==> config.mk <==
export PLATFORM = sky130hd
export DESIGN_NAME = sprite_alpha_compositor
export DESIGN_NICKNAME = d
export VERILOG_FILES = /design/src/sac_pkg.sv /design/src/sac_front.sv /design/src/sac_queue.sv /design/src/sac_back.sv /design/src/sprite_alpha_compositor.sv
export SDC_FILE = /design/constraint.sdc
export NUM_CORES = 1
export LEC_CHECK = 0
export ABC_AREA = 1
export BUFFER_PORTS_ARGS = -buffer_cell sky130_fd_sc_hd__clkbuf_2
export CORE_AREA = 10 10 333 335
export CTS_CLUSTER_DIAMETER = 80
export DETAILED_ROUTE_END_ITERATION = 16
export DIE_AREA = 0 0 343 345
export PLACE_DENSITY_LB_ADDON = 0.15
export SYNTH_ARGS = -nofsm -noshare
export SYNTH_HDL_FRONTEND = slang
export SYNTH_HIERARCHICAL = 1
export SYNTH_SLANG_ARGS = --single-unit
==> constraint.sdc <==
create_clock -name clk_i -period 6.4 [get_ports clk_i]
set_input_delay 0.32 -clock clk_i [delete_from_list [all_inputs] [get_ports clk_i]]
set_output_delay 0.32 -clock clk_i [all_outputs]
set_load 0.01 [all_outputs]
==> src/sac_pkg.sv <==
// ----------------------------------------------------------------------------
// sac_pkg: shared types and constants of the sprite alpha compositor
// Screen geometry, field widths, register indexes and the queue entry.
// ----------------------------------------------------------------------------
package sac_pkg;

  localparam int SCREEN_WIDTH  = 480;
  localparam int SCREEN_HEIGHT = 480;

  localparam int X_W         = $clog2(SCREEN_WIDTH);
  localparam int Y_W         = $clog2(SCREEN_HEIGHT);
  localparam int ADDR_W      = 18;
  localparam int FULL_ADDR_W = 23;
  localparam int COLOR_W     = 16;
  localparam int ALPHA_W     = 8;
  localparam int CFG_DATA_W  = 12;
  localparam int CFG_ADDR_W  = 3;
  localparam int FMT_W       = 2;
  localparam int RASTER_W    = 11;
  localparam int SUM_W       = 14;
  localparam int QUEUE_DEPTH = 4;
  localparam int QPTR_W      = $clog2(QUEUE_DEPTH);

  typedef enum logic [CFG_ADDR_W-1:0] {
    REG_DEST_X        = 3'd0,
    REG_DEST_Y        = 3'd1,
    REG_SOURCE_WIDTH  = 3'd2,
    REG_SOURCE_HEIGHT = 3'd3,
    REG_PIXEL_FORMAT  = 3'd4
  } cfg_idx_e;

  typedef enum logic [FMT_W-1:0] {
    FMT_RGB565 = 2'd0,
    FMT_KEYED  = 2'd1,
    FMT_BLEND  = 2'd2
  } fmt_e;

  typedef enum logic [1:0] {
    OP_SKIP,
    OP_COPY,
    OP_BLEND
  } op_e;

  // One classified pixel waiting for the back end.
  typedef struct packed {
    op_e                op;
    logic [COLOR_W-1:0] src;
    logic [COLOR_W-1:0] dst;
    logic [ALPHA_W-1:0] alpha;
    logic [X_W-1:0]     col;
    logic [Y_W-1:0]     row;
    logic               done;
  } entry_t;

endpackage

==> src/sac_front.sv <==
// ----------------------------------------------------------------------------
// sac_front: configuration, raster and pixel classification
// Holds the registers and raster counters, places and clips each pixel and
// decides whether it is skipped, copied or blended.
// ----------------------------------------------------------------------------
module sac_front (
  input  logic                            clk_i,
  input  logic                            rst_ni,
  input  logic                            cfg_we_i,
  input  logic [sac_pkg::CFG_ADDR_W-1:0]  cfg_addr_i,
  input  logic [sac_pkg::CFG_DATA_W-1:0]  cfg_data_i,
  input  logic                            accept_i,
  input  logic [sac_pkg::COLOR_W-1:0]     src_color_i,
  input  logic [sac_pkg::ALPHA_W-1:0]     src_alpha_i,
  input  logic [sac_pkg::COLOR_W-1:0]     dst_color_i,
  output sac_pkg::entry_t                 entry_o
);
  import sac_pkg::*;

  logic signed [CFG_DATA_W-1:0] dest_x_q, dest_x_d;
  logic signed [CFG_DATA_W-1:0] dest_y_q, dest_y_d;
  logic [RASTER_W-1:0]          last_col_q, last_col_d;
  logic [RASTER_W-1:0]          last_row_q, last_row_d;
  logic [FMT_W-1:0]             fmt_q, fmt_d;
  logic [RASTER_W-1:0]          col_q, col_d;
  logic [RASTER_W-1:0]          row_q, row_d;

  logic signed [CFG_DATA_W:0]   dx, dy;
  logic                         on_screen;
  logic                         col_end, row_end;

  // Size register to last raster index: zero acts as one, saturate at 2048.
  function automatic logic [RASTER_W-1:0] last_index(logic [CFG_DATA_W-1:0] size);
    logic [CFG_DATA_W-1:0] m1;
    m1 = size - CFG_DATA_W'(1);
    if (size == '0) begin
      last_index = '0;
    end else if (size > CFG_DATA_W'(2048)) begin
      last_index = '1;
    end else begin
      last_index = m1[RASTER_W-1:0];
    end
  endfunction

  assign dx = $signed({dest_x_q[CFG_DATA_W-1], dest_x_q}) + $signed({2'b00, col_q});
  assign dy = $signed({dest_y_q[CFG_DATA_W-1], dest_y_q}) + $signed({2'b00, row_q});

  assign on_screen = !dx[CFG_DATA_W] && (dx[CFG_DATA_W-1:0] < CFG_DATA_W'(SCREEN_WIDTH))
                  && !dy[CFG_DATA_W] && (dy[CFG_DATA_W-1:0] < CFG_DATA_W'(SCREEN_HEIGHT));

  assign col_end = col_q >= last_col_q;
  assign row_end = row_q >= last_row_q;

  always_comb begin
    entry_o.src   = src_color_i;
    entry_o.dst   = dst_color_i;
    entry_o.alpha = src_alpha_i;
    entry_o.col   = dx[X_W-1:0];
    entry_o.row   = dy[Y_W-1:0];
    entry_o.done  = col_end && row_end;
    entry_o.op    = OP_SKIP;
    if (on_screen) begin
      case (fmt_q)
        FMT_RGB565: entry_o.op = OP_COPY;
        FMT_KEYED: begin
          // key bit gates the write, and is cleared in the stored pixel
          entry_o.src = {1'b0, src_color_i[COLOR_W-2:0]};
          if (src_color_i[COLOR_W-1]) entry_o.op = OP_COPY;
        end
        FMT_BLEND: begin
          if (src_alpha_i == '1) begin
            entry_o.op = OP_COPY;
          end else if (src_alpha_i != '0) begin
            entry_o.op = OP_BLEND;
          end
        end
        default: entry_o.op = OP_SKIP;
      endcase
    end
  end

  always_comb begin
    dest_x_d   = dest_x_q;
    dest_y_d   = dest_y_q;
    last_col_d = last_col_q;
    last_row_d = last_row_q;
    fmt_d      = fmt_q;
    col_d      = col_q;
    row_d      = row_q;
    if (accept_i) begin
      if (col_end) begin
        col_d = '0;
        row_d = row_end ? '0 : row_q + RASTER_W'(1);
      end else begin
        col_d = col_q + RASTER_W'(1);
      end
    end
    if (cfg_we_i) begin
      // any valid register write restarts the raster
      case (cfg_addr_i)
        REG_DEST_X: begin
          dest_x_d = $signed(cfg_data_i);
          col_d = '0;
          row_d = '0;
        end
        REG_DEST_Y: begin
          dest_y_d = $signed(cfg_data_i);
          col_d = '0;
          row_d = '0;
        end
        REG_SOURCE_WIDTH: begin
          last_col_d = last_index(cfg_data_i);
          col_d = '0;
          row_d = '0;
        end
        REG_SOURCE_HEIGHT: begin
          last_row_d = last_index(cfg_data_i);
          col_d = '0;
          row_d = '0;
        end
        REG_PIXEL_FORMAT: begin
          fmt_d = cfg_data_i[FMT_W-1:0];
          col_d = '0;
          row_d = '0;
        end
        default: ;
      endcase
    end
  end

  always_ff @(posedge clk_i or negedge rst_ni) begin
    if (!rst_ni) begin
      dest_x_q   <= '0;
      dest_y_q   <= '0;
      last_col_q <= '0;
      last_row_q <= '0;
      fmt_q      <= FMT_RGB565;
      col_q      <= '0;
      row_q      <= '0;
    end else begin
      dest_x_q   <= dest_x_d;
      dest_y_q   <= dest_y_d;
      last_col_q <= last_col_d;
      last_row_q <= last_row_d;
      fmt_q      <= fmt_d;
      col_q      <= col_d;
      row_q      <= row_d;
    end
  end

endmodule

==> src/sac_queue.sv <==
// ----------------------------------------------------------------------------
// sac_queue: classified pixel queue
// Small FIFO between front and back end so each side stalls on its own.
// ----------------------------------------------------------------------------
module sac_queue (
  input  logic            clk_i,
  input  logic            rst_ni,
  input  logic            push_i,
  input  sac_pkg::entry_t wdata_i,
  output logic            full_o,
  input  logic            pop_i,
  output logic            valid_o,
  output sac_pkg::entry_t rdata_o
);
  import sac_pkg::*;

  entry_t            slots_q [QUEUE_DEPTH];
  logic [QPTR_W-1:0] wr_ptr_q, wr_ptr_d;
  logic [QPTR_W-1:0] rd_ptr_q, rd_ptr_d;
  logic [QPTR_W:0]   count_q, count_d;
  logic              do_push, do_pop;

  assign full_o  = count_q == (QPTR_W + 1)'(QUEUE_DEPTH);
  assign valid_o = count_q != '0;
  assign rdata_o = slots_q[rd_ptr_q];
  assign do_push = push_i && !full_o;
  assign do_pop  = pop_i && valid_o;

  always_comb begin
    wr_ptr_d = do_push ? wr_ptr_q + QPTR_W'(1) : wr_ptr_q;
    rd_ptr_d = do_pop ? rd_ptr_q + QPTR_W'(1) : rd_ptr_q;
    count_d  = count_q;
    case ({do_push, do_pop})
      2'b10:   count_d = count_q + (QPTR_W + 1)'(1);
      2'b01:   count_d = count_q - (QPTR_W + 1)'(1);
      default: count_d = count_q;
    endcase
  end

  always_ff @(posedge clk_i or negedge rst_ni) begin
    if (!rst_ni) begin
      wr_ptr_q <= '0;
      rd_ptr_q <= '0;
      count_q  <= '0;
    end else begin
      wr_ptr_q <= wr_ptr_d;
      rd_ptr_q <= rd_ptr_d;
      count_q  <= count_d;
    end
  end

  always_ff @(posedge clk_i) begin
    if (do_push) begin
      slots_q[wr_ptr_q] <= wdata_i;
    end
  end

endmodule

==> src/sac_back.sv <==
// ----------------------------------------------------------------------------
// sac_back: blend and address pipeline
// Stage 1 multiplies channels and the row offset, stage 2 divides by 255
// and holds the result transaction in the output register.
// ----------------------------------------------------------------------------
module sac_back (
  input  logic                        clk_i,
  input  logic                        rst_ni,
  input  logic                        valid_i,
  input  sac_pkg::entry_t             entry_i,
  output logic                        pop_o,
  output logic                        out_valid_o,
  input  logic                        out_ready_i,
  output logic                        write_enable_o,
  output logic [sac_pkg::ADDR_W-1:0]  write_address_o,
  output logic [sac_pkg::COLOR_W-1:0] write_data_o,
  output logic                        image_done_o
);
  import sac_pkg::*;

  logic                   s1_valid_q;
  op_e                    s1_op_q;
  logic [ADDR_W-1:0]      s1_addr_q;
  logic [COLOR_W-1:0]     s1_copy_q;
  logic [SUM_W-1:0]       s1_r_q, s1_g_q, s1_b_q;
  logic                   s1_done_q;

  logic                   out_valid_q;
  logic                   we_q;
  logic [ADDR_W-1:0]      addr_q;
  logic [COLOR_W-1:0]     data_q;
  logic                   done_q;

  logic                   out_adv, s1_adv;
  logic [SUM_W-1:0]       a, na;
  logic [SUM_W-1:0]       r_sum, g_sum, b_sum;
  logic [FULL_ADDR_W-1:0] full_addr;
  logic [SUM_W:0]         r_quot, g_quot, b_quot;
  logic [4:0]             r_div, b_div;
  logic [5:0]             g_div;

  // (x + 1 + (x >> 8)) >> 8 equals x / 255 over the whole sum range
  function automatic logic [SUM_W:0] div255(logic [SUM_W-1:0] x);
    logic [SUM_W:0] t;
    t = {1'b0, x} + (SUM_W + 1)'(1) + (SUM_W + 1)'(x >> 8);
    div255 = t >> 8;
  endfunction

  assign out_adv = !out_valid_q || out_ready_i;
  assign s1_adv  = !s1_valid_q || out_adv;
  assign pop_o   = valid_i && s1_adv;

  assign a  = SUM_W'(entry_i.alpha);
  assign na = SUM_W'(8'd255 - entry_i.alpha);

  assign r_sum = SUM_W'(entry_i.src[15:11]) * a + SUM_W'(entry_i.dst[15:11]) * na
               + SUM_W'(127);
  assign g_sum = SUM_W'(entry_i.src[10:5]) * a + SUM_W'(entry_i.dst[10:5]) * na
               + SUM_W'(127);
  assign b_sum = SUM_W'(entry_i.src[4:0]) * a + SUM_W'(entry_i.dst[4:0]) * na
               + SUM_W'(127);

  assign full_addr = FULL_ADDR_W'(entry_i.row) * FULL_ADDR_W'(SCREEN_WIDTH)
                   + FULL_ADDR_W'(entry_i.col);

  assign r_quot = div255(s1_r_q);
  assign g_quot = div255(s1_g_q);
  assign b_quot = div255(s1_b_q);

  assign r_div = r_quot[4:0];
  assign g_div = g_quot[5:0];
  assign b_div = b_quot[4:0];

  always_ff @(posedge clk_i or negedge rst_ni) begin
    if (!rst_ni) begin
      s1_valid_q  <= 1'b0;
      out_valid_q <= 1'b0;
    end else begin
      if (s1_adv) s1_valid_q <= valid_i;
      if (out_adv) out_valid_q <= s1_valid_q;
    end
  end

  always_ff @(posedge clk_i) begin
    if (pop_o) begin
      s1_op_q   <= entry_i.op;
      s1_addr_q <= full_addr[ADDR_W-1:0];
      s1_copy_q <= entry_i.src;
      s1_r_q    <= r_sum;
      s1_g_q    <= g_sum;
      s1_b_q    <= b_sum;
      s1_done_q <= entry_i.done;
    end
    if (out_adv && s1_valid_q) begin
      we_q   <= s1_op_q != OP_SKIP;
      addr_q <= (s1_op_q != OP_SKIP) ? s1_addr_q : '0;
      done_q <= s1_done_q;
      case (s1_op_q)
        OP_COPY:  data_q <= s1_copy_q;
        OP_BLEND: data_q <= {r_div, g_div, b_div};
        default:  data_q <= '0;
      endcase
    end
  end

  assign out_valid_o     = out_valid_q;
  assign write_enable_o  = we_q;
  assign write_address_o = addr_q;
  assign write_data_o    = data_q;
  assign image_done_o    = done_q;

endmodule

==> src/sprite_alpha_compositor.sv <==
// ----------------------------------------------------------------------------
// sprite_alpha_compositor: RGB565 sprite compositor with clipping
// Places a raster-ordered source image onto the framebuffer, clips it to
// the screen and copies, color-keys or alpha-blends each pixel.
// ----------------------------------------------------------------------------
//
//   channel  direction  handshake             payload
//   -------  ---------  --------------------  -------------------------------
//   in       sink       in_valid_i/in_ready_o  src_color, src_alpha, dst_color
//   out      source     out_valid_o/out_ready_i write_enable, write_address,
//                                              write_data, image_done
//   cfg      sink       cfg_we_i (no wait)     cfg_addr_i, cfg_data_i
//
// One transaction per clock, sustained, in both directions, while out_ready_i
// stays high. The result passes, in order, the queue slot, written at the
// accepting edge, the multiply stage and the divide/output register. Reset
// (rst_ni low, async) clears the raster, the registers to their defaults and
// all valid flags; the block takes input right after release. When
// out_ready_i stays low the four-entry queue fills and in_ready_o drops; the
// front keeps taking transactions while the back end is stalled until then.
// ----------------------------------------------------------------------------
module sprite_alpha_compositor (
  input  logic                            clk_i,
  input  logic                            rst_ni,
  input  logic                            cfg_we_i,
  input  logic [sac_pkg::CFG_ADDR_W-1:0]  cfg_addr_i,
  input  logic [sac_pkg::CFG_DATA_W-1:0]  cfg_data_i,
  input  logic                            in_valid_i,
  output logic                            in_ready_o,
  input  logic [sac_pkg::COLOR_W-1:0]     src_color_i,
  input  logic [sac_pkg::ALPHA_W-1:0]     src_alpha_i,
  input  logic [sac_pkg::COLOR_W-1:0]     dst_color_i,
  output logic                            out_valid_o,
  input  logic                            out_ready_i,
  output logic                            write_enable_o,
  output logic [sac_pkg::ADDR_W-1:0]      write_address_o,
  output logic [sac_pkg::COLOR_W-1:0]     write_data_o,
  output logic                            image_done_o
);
  import sac_pkg::*;

  entry_t front_entry;   // classified pixel from the front
  entry_t queue_entry;   // head of the queue
  logic   queue_full;
  logic   queue_valid;
  logic   queue_pop;
  logic   in_accept;

  assign in_ready_o = !queue_full;
  assign in_accept  = in_valid_i && !queue_full;

  // Front: registers, raster counters, clipping and mode decision.
  sac_front u_front (
    .clk_i       (clk_i),
    .rst_ni      (rst_ni),
    .cfg_we_i    (cfg_we_i),
    .cfg_addr_i  (cfg_addr_i),
    .cfg_data_i  (cfg_data_i),
    .accept_i    (in_accept),
    .src_color_i (src_color_i),
    .src_alpha_i (src_alpha_i),
    .dst_color_i (dst_color_i),
    .entry_o     (front_entry)
  );

  // Decoupling queue between classification and execution.
  sac_queue u_queue (
    .clk_i   (clk_i),
    .rst_ni  (rst_ni),
    .push_i  (in_valid_i),
    .wdata_i (front_entry),
    .full_o  (queue_full),
    .pop_i   (queue_pop),
    .valid_o (queue_valid),
    .rdata_o (queue_entry)
  );

  // Back: channel mix, divide by 255, address, output register.
  sac_back u_back (
    .clk_i           (clk_i),
    .rst_ni          (rst_ni),
    .valid_i         (queue_valid),
    .entry_i         (queue_entry),
    .pop_o           (queue_pop),
    .out_valid_o     (out_valid_o),
    .out_ready_i     (out_ready_i),
    .write_enable_o  (write_enable_o),
    .write_address_o (write_address_o),
    .write_data_o    (write_data_o),
    .image_done_o    (image_done_o)
  );

endmodule

==> impl_summary.log, run 1 <==
[metrics] result of the run: finished, final reports clean
[metrics] count of state elements after synthesis: around 440
[metrics] final worst clock skew: between 0.05 and 0.06 ns
[metrics] class of the most critical hold timing path: primary input to flop
[metrics] effective utilization at floorplan: 29.8%
[metrics] area share of the largest cell type after synthesis: between 30% and 40%
[metrics] slew margin rel.: 30.4%
[metrics] post-synthesis area per instance: 9.46 um2
[metrics] total clock buffers created by CTS: 55
[metrics] cell depth of the worst flop-to-flop path: 22
[metrics] fraction of the core area covered by cells at the end of the flow: between 30% and 40%
[metrics] clock tree from TritonCTS: yes
[metrics] final sum of negative setup slack: 0 ns
[metrics] area of the core region: around 0.10 mm2
[metrics] data arrival time of the critical path: approximately 6.4 ns
[metrics] max-cap check violation count: 0
[metrics] number of antenna violations at the first check in global routing: 11
[metrics] routed vias/inst: around 4.3
[metrics] placer's final routability congestion estimate: about 0.79
[metrics] buffers and inverters on the worst path: 5
[metrics] library cell with the largest summed area after synthesis: edfxtp_1
[metrics] fraction of final layout cells sized beyond drive strength 1: approximately 11%
[metrics] cell with the most instances after synthesis: nand2_1
[metrics] clock latency at the later pin of the worst-skew pair: around 0.65 ns
[metrics] synthesized instance count: ~3,300
[metrics] Detailed Routing Iterations Pass 1: 5
[metrics] unrepaired setup endpoints after global routing: no
[metrics] type of the worst setup path: flop to flop
[metrics] Synth Warn #: 6
[metrics] sequential cell area fraction in the yosys report: 41.0%
[metrics] required time of the critical path: 6.76 ns
[metrics] Hold Vio Cnt, Final: 0
[metrics] sort of element at the start of the critical path: flop
[metrics] sum of routed wire length over all layers: roughly 80,000 um
[metrics] Filler Cell Count: between 10,000 and 15,000
[metrics] remaining routing DRC violations: 0
[metrics] root buffer cell: clkbuf_16
[metrics] Worst Setup EP: u_back/s1_g_q[13]
[metrics] post-synthesis instance area: 0.0311 mm2
[metrics] Clk pin slew, worst setup/hold paths: roughly 0.060 ns
[metrics] maximum number of pins on one net before global-route repair: 62
[metrics] worst setup path start: u_queue/rd_ptr_q[0]
[metrics] initial DRC count: 968
[metrics] via count of the first global-routing pass: 21,400
[metrics] die height: about 350 um
[metrics] kind of end point of the critical path: flop
[metrics] net count of the finished layout: around 3,900
[metrics] Levels on crit path: 22
[metrics] average wire length per cell after detail routing: 16.1 um
[metrics] Critical R2R Capture: u_back/s1_g_q[13]
[metrics] Clock Path Buffers: 3
[metrics] Die X-Extent: roughly 340 um
[metrics] Antenna Nets Post-Route: 0
[metrics] Die Footprint: roughly 0.12 mm2
[metrics] syn_nets: between 3,000 and 4,000
[metrics] biggest cell delay along the critical path: between 0.5 and 0.6 ns
[metrics] top-level port count: slightly below 100
[metrics] number of flops mapped to enable cells by yosys: 359
[metrics] worst setup slack for register-to-register paths: around 0.35 ns
[metrics] Final setup violation count: 0
[metrics] Final period util: 94.6%
[metrics] largest cells by area after synthesis: edfxtp_1, fa_1, nand2_1
[metrics] # rows: roughly 120
[metrics] cell type group with the largest total delay on the critical path: adder cells
[metrics] slowest library cell on the worst path: fa_1
[metrics] CP max FO: 25
[metrics] unique cell type count in the Yosys netlist: 53
[metrics] overall via count from detail_route: 21,000
[metrics] cells along the critical path: inv_8, nand2_1, o211ai_1, nand2_1, inv_1, nand2_1, fa_1, fa_1, inv_1, fa_1, fa_1, fa_1, inv_1, fa_1, inv_1, ha_1, a21oi_1, nor2_1, nand3b_1, nand2_1, nand3_1, xor2_1
[metrics] GR Util All Layers: between 10% and 20%
[metrics] dominant synthesized flop cell: edfxtp_1
[metrics] r2r startpoint: u_queue/rd_ptr_q[0]
[metrics] fraction of registers with async set/reset: about 18%
[metrics] min cycle time layout: 6.05 ns
[metrics] area grow syn2layout: 14.1%
[metrics] transition time at the pin with the least slew margin: 1.04 ns
[metrics] most frequent cells after synthesis: nand2_1, inv_1, edfxtp_1, nor2_1, fa_1
[metrics] cell repeated most along the worst path: fa_1
[metrics] global-route wire length before repair: 124,000 um
[metrics] Max Slew Vio Count: 0
[metrics] post-DP HPWL: between 50,000 and 60,000 um
[metrics] clock net sink count: around 440
[metrics] H-tree levels: 2
[metrics] Max Fclk: roughly 170 MHz
[metrics] total congestion overflow: 0
[metrics] number of buffers added on ports: 97
## cells by family (layout without fill, tap and decap cells)
group                    after synthesis  in the layout  share of synthesized area, %
AND/OR/NAND/NOR                     1184           1184                          15.8
adder cells (fa/ha/maj)              429            429                          22.5
flip-flops                           438            438                          41.0
other                                  0              4                             0
XOR/XNOR                              65             65                          1.83
buffers and inverters                819            986                          10.8
AO/OA/AOI/OAI                        352            352                          8.12
## state kept, by name, summed over array words and instances, names as in the netlist, 12 cells and up
| name | count |
|---|---|
| u_back/s1_addr_q | 18 |
| u_back/s1_b_q | 14 |
| u_back/s1_copy_q | 16 |
| u_back/s1_g_q | 14 |
| u_back/s1_r_q | 14 |
| u_back/write_address_o | 18 |
| u_back/write_data_o | 16 |
| u_front/dest_x_q | 12 |
| u_front/dest_y_q | 12 |
| u_queue/slots_q | 244 |
## cell type report
type                    instances  area [um2]  share of cell area (%)
multi-input cells            2030       15000                    42.4
well taps                    1391        1740                    4.91
inverters                     684        2580                    7.27
clock inverters                33         357                    1.01
repair buffers                202        1530                    4.32
diodes                          4        10.0                  0.0282
clock buffers                  67        1440                    4.07
flip-flops and latches        438       12800                    36.0
## per-stage QoR
step	worst slack, ns	hold slack (ns)	instance area, um2	cells
2_1_floorplan	0.246	0.0244	31100	3287
3_3_place_gp	0.145	0.273	33100	4700
3_5_place_dp	0.123	0.272	33100	4700
4_1_cts	0.154	0.0201	35400	4844
5_1_grt	0.0122	0.0538	35400	4847
6_report	0.346	0.0733	35500	4849
## timing repair
item / 4_1_cts / 5_1_grt
hold buffers: 44 / 0
hold endpoints to repair: 185 / 0
endpoints found under the setup margin: 0 / 6
gates resized for setup: 0 / 11
buffers inserted: 0 / 0
## how the worst min path moves through the flow
| stage | start | to | cells past startpoint |
|---|---|---|---|
| 2_1_floorplan | rst_ni | u_back/out_valid_o | 0 |
| 3_3_place_gp | rst_ni | u_back/out_valid_o | 1 |
| 3_5_place_dp | rst_ni | u_back/out_valid_o | 1 |
| 4_1_cts | cfg_addr_i[0] | u_front/last_col_q[10] | 3 |
| 5_1_grt | cfg_data_i[7] | u_front/dest_x_q[7] | 3 |
| 6_report | cfg_addr_i[0] | u_front/last_col_q[10] | 4 |
## per-layer routing
layer / track usage, % / wire length, um / vias up
met1: 18.6 / 38500 / 9984
met3: 2.45 / 3090 / 79
met4: 2.76 / 1390 / 12
met5: 0 / 77 / -
met2: 20.7 / 34800 / 272
li1: - / - / 10700
## cells in the final DEF, fill, tap and decap left out, drive strengths merged
cell type    instances
clkinv              23
dlygate4sd3         44
clkbuf             164
dfrtp               79
nand4               29
xnor2               20
buf                 61
a21oi              102
nor4                 2
fa                 216
a211oi               2
nor3                11
o211ai             126
nand2              788
o21ai              100
clkinvlp             3
a21o                 5
diode                4
inv                686
a221oi               1
ha                 213
o21a                 1
nand3              102
edfxtp             359
or2                  4
bufinv               5
a21boi               2
o21bai               7
o31ai                1
nor2               236
nand3b               8
nor3b                3
a31oi                3
o2111ai              1
o221ai               1
xor2                45
and3                 1
## worst register-to-register path: stages, from the launching register on
cell and delay, ns:
dfrtp_1 0.45, inv_8 0.20, nand2_1 0.08, o211ai_1 0.09, nand2_1 0.31, inv_1 0.30
nand2_1 0.10, fa_1 0.42, fa_1 0.54, inv_1 0.05, fa_1 0.49, fa_1 0.52
fa_1 0.54, inv_1 0.05, fa_1 0.53, inv_1 0.04, ha_1 0.35, a21oi_1 0.17
nor2_1 0.05, nand3b_1 0.21, nand2_1 0.09, nand3_1 0.07, xor2_1 0.16
Power of run 1 is not shown: default switching activity piles up to over one toggle a cycle in this logic, so the estimate is an artifact.
==> inputs of run 2 (changes only) <==
Settings changed: PLACE_DENSITY set to 0.54, PLACE_DENSITY_LB_ADDON 0.15 to unset.
==> impl_summary.log, run 2 (synthesized netlist as in run 1, its figures left out) <==
[metrics] cells along the critical path: bufinv_16, buf_4, buf_12, nand2_1, o211ai_2, nand2_1, inv_1, nor2_1, fa_1, inv_1, fa_1, fa_1, fa_1, inv_1, fa_1, inv_1, ha_1, a21oi_1, nor2_1, nand3b_1, nand2_1, nand3_1, xor2_1 (was inv_8, nand2_1, o211ai_1, nand2_1, inv_1, nand2_1, fa_1, fa_1, inv_1, fa_1, fa_1, fa_1, inv_1, fa_1, inv_1, ha_1, a21oi_1, nor2_1, nand3b_1, nand2_1, nand3_1, xor2_1)
[metrics] unrepaired setup endpoints after global routing: no (unchanged)
[metrics] clock tree from TritonCTS: yes (unchanged)
[metrics] Die Footprint: 0.118 mm2 (unchanged)
[metrics] leading cell type in the layout, fill and taps excluded: nand2_1 (unchanged)
[metrics] type of the worst setup path: flop to flop (unchanged)
[metrics] max-cap check violation count: 0 (unchanged)
[metrics] # rows: 119 (unchanged)
[metrics] cell type group with the largest total delay on the critical path: adder cells (unchanged)
[metrics] register name with the most flops: u_queue/slots_q (unchanged)
[metrics] flip-flop count of the largest register, all copies and words added: 244 (unchanged)
[metrics] Final setup violation count: 0 (unchanged)
[metrics] root buffer cell: clkbuf_16 (unchanged)
[metrics] sort of element at the start of the critical path: flop (unchanged)
[metrics] required time of the critical path: 6.76 ns (about the same)
[metrics] result of the run: finished, final reports clean (unchanged)
[metrics] buffers and inverters on the worst path: 7 (was 5)
[metrics] number of buffers added on ports: 97 (unchanged)
[metrics] transition time at the pin with the least slew margin: 1.02 ns (was 1.04 ns)
[metrics] Clk pin slew, worst setup/hold paths: 0.06 ns (about the same)
[metrics] number of antenna violations at the first check in global routing: 12 (was 11)
[metrics] net count of the finished layout: 3,885 (was 3,900)
[metrics] commonest cells after routing, fill and taps aside: nand2_1, inv_1, edfxtp_1 (unchanged)
[metrics] via count of the first global-routing pass: 21,200 (was 21,400)
[metrics] Clock Path Buffers: 3 (unchanged)
[metrics] die height: 345 um (unchanged)
[metrics] effective utilization at floorplan: 29.8% (unchanged)
[metrics] clock net sink count: 438 (unchanged)
[metrics] area grow syn2layout: 13.6% (was 14.1%)
[metrics] r2r startpoint: u_queue/rd_ptr_q[0] (unchanged)
[metrics] data arrival time of the critical path: 6.46 ns (was 6.42 ns)
[metrics] sum of routed wire length over all layers: 72,900 um (was 77,800 um)
[metrics] Detailed Routing Iterations Pass 1: 5 (unchanged)
[metrics] H-tree levels: 2 (unchanged)
[metrics] origin of the worst min-delay path: dst_color_i[5] (was cfg_addr_i[0])
[metrics] fraction of final layout cells sized beyond drive strength 1: 11.1% (was 11.3%)
[metrics] average wire length per cell after detail routing: 15.1 um (was 16.1 um)
[metrics] maximum number of pins on one net before global-route repair: 77 (was 62)
[metrics] post-DP HPWL: 55,700 um (was 59,500 um)
[metrics] Levels on crit path: 23 (was 22)
[metrics] total congestion overflow: 0 (unchanged)
[metrics] biggest cell delay along the critical path: 0.56 ns (was 0.54 ns)
[metrics] class of the most critical hold timing path: primary input to flop (unchanged)
[metrics] worst setup path start: u_queue/rd_ptr_q[0] (unchanged)
[metrics] buffers inserted during post-CTS setup optimization: 0 (unchanged)
[metrics] final sum of negative setup slack: 0 ns (unchanged)
[metrics] slew margin rel.: 32.2% (was 30.4%)
[metrics] remaining routing DRC violations: 0 (unchanged)
[metrics] top-level port count: 98 (unchanged)
[metrics] routed vias/inst: 4.39 (was 4.33)
[metrics] cell depth of the worst flop-to-flop path: 23 (was 22)
[metrics] final worst clock skew: 0.0360 ns (was 0.0570 ns)
[metrics] cell repeated most along the worst path: fa_1 (unchanged)
[metrics] min cycle time layout: 6.10 ns (was 6.05 ns)
[metrics] initial DRC count: 1,092 (was 968)
[metrics] worst setup slack for register-to-register paths: 0.30 ns (was 0.35 ns)
[metrics] number of cells traversed by the worst hold path: 1 (was 4)
[metrics] Die X-Extent: 343 um (unchanged)
[metrics] Max Slew Vio Count: 0 (unchanged)
[metrics] slowest library cell on the worst path: fa_1 (unchanged)
[metrics] Antenna Nets Post-Route: 0 (unchanged)
[metrics] overall via count from detail_route: 21,200 (was 21,000)
[metrics] CP max FO: 43 (was 25)
[metrics] Final period util: 95.3% (was 94.6%)
[metrics] GR Util All Layers: 12.3% (was 13.1%)
[metrics] total clock buffers created by CTS: 55 (unchanged)
[metrics] placer's final routability congestion estimate: 0.858 (was 0.787)
[metrics] Max Fclk: 164 MHz (was 165 MHz)
[metrics] area of the core region: 0.104 mm2 (unchanged)
[metrics] clock latency at the later pin of the worst-skew pair: 0.63 ns (was 0.65 ns)
[metrics] Hold Vio Cnt, Final: 0 (unchanged)
[metrics] global-route wire length before repair: 116,000 um (was 124,000 um)
[metrics] kind of end point of the critical path: flop (unchanged)
==> run 2: final timing paths <==
path	endpoint
max reg2reg	u_back/s1_g_q[13]
max in group asynchronous	u_front/dest_x_q[1]
max	u_back/s1_g_q[13]
min	u_queue/slots_q[0][32]
min reg2reg	u_back/image_done_o
min in group asynchronous	u_front/last_row_q[10]
==> run 2: area by class of cell <==
type,instances,area (um2)
fill,10700,69100
multi-input combinational,2030,15000
sequential,438,12800
inverter,684,2600
tap,1391,1740
clock buffer,68,1480
timing repair buffer,187,1320
clock inverter,33,349
antenna,3,7.51
==> run 2: metal layers <==
layer	GRT usage, %	wire [um]	part of all wire, %	up-vias
met5	0	123	0.17	-
met4	2.82	1360	1.9	18
met3	2.29	3340	4.6	93
met2	19.2	32400	44	343
met1	17.4	35600	49	10100
li1	-	-	-	10600
==> run 2: timing repair <==
item	CTS	global route
setup endpoints to repair	0	6
hold buffers	41	0
gates resized for setup	0	17
hold endpoints to repair	172	0
==> run 2: through the flow <==
stage               setup slack, ns  instance area, um2  hold slack (ns)  instances  utilization (%)
global placement              0.235               33000            0.256       4689             31.6
floorplan                     0.246               31100           0.0244       3287                -
finish                        0.301               35300          0.00961       4834             33.8
CTS                           0.135               35200          0.00501       4831             33.8
global route                0.00474               35300           0.0227       4834             33.8
detailed placement            0.155               33000            0.257       4689             31.6
Power of run 2 is left out for the same reason.
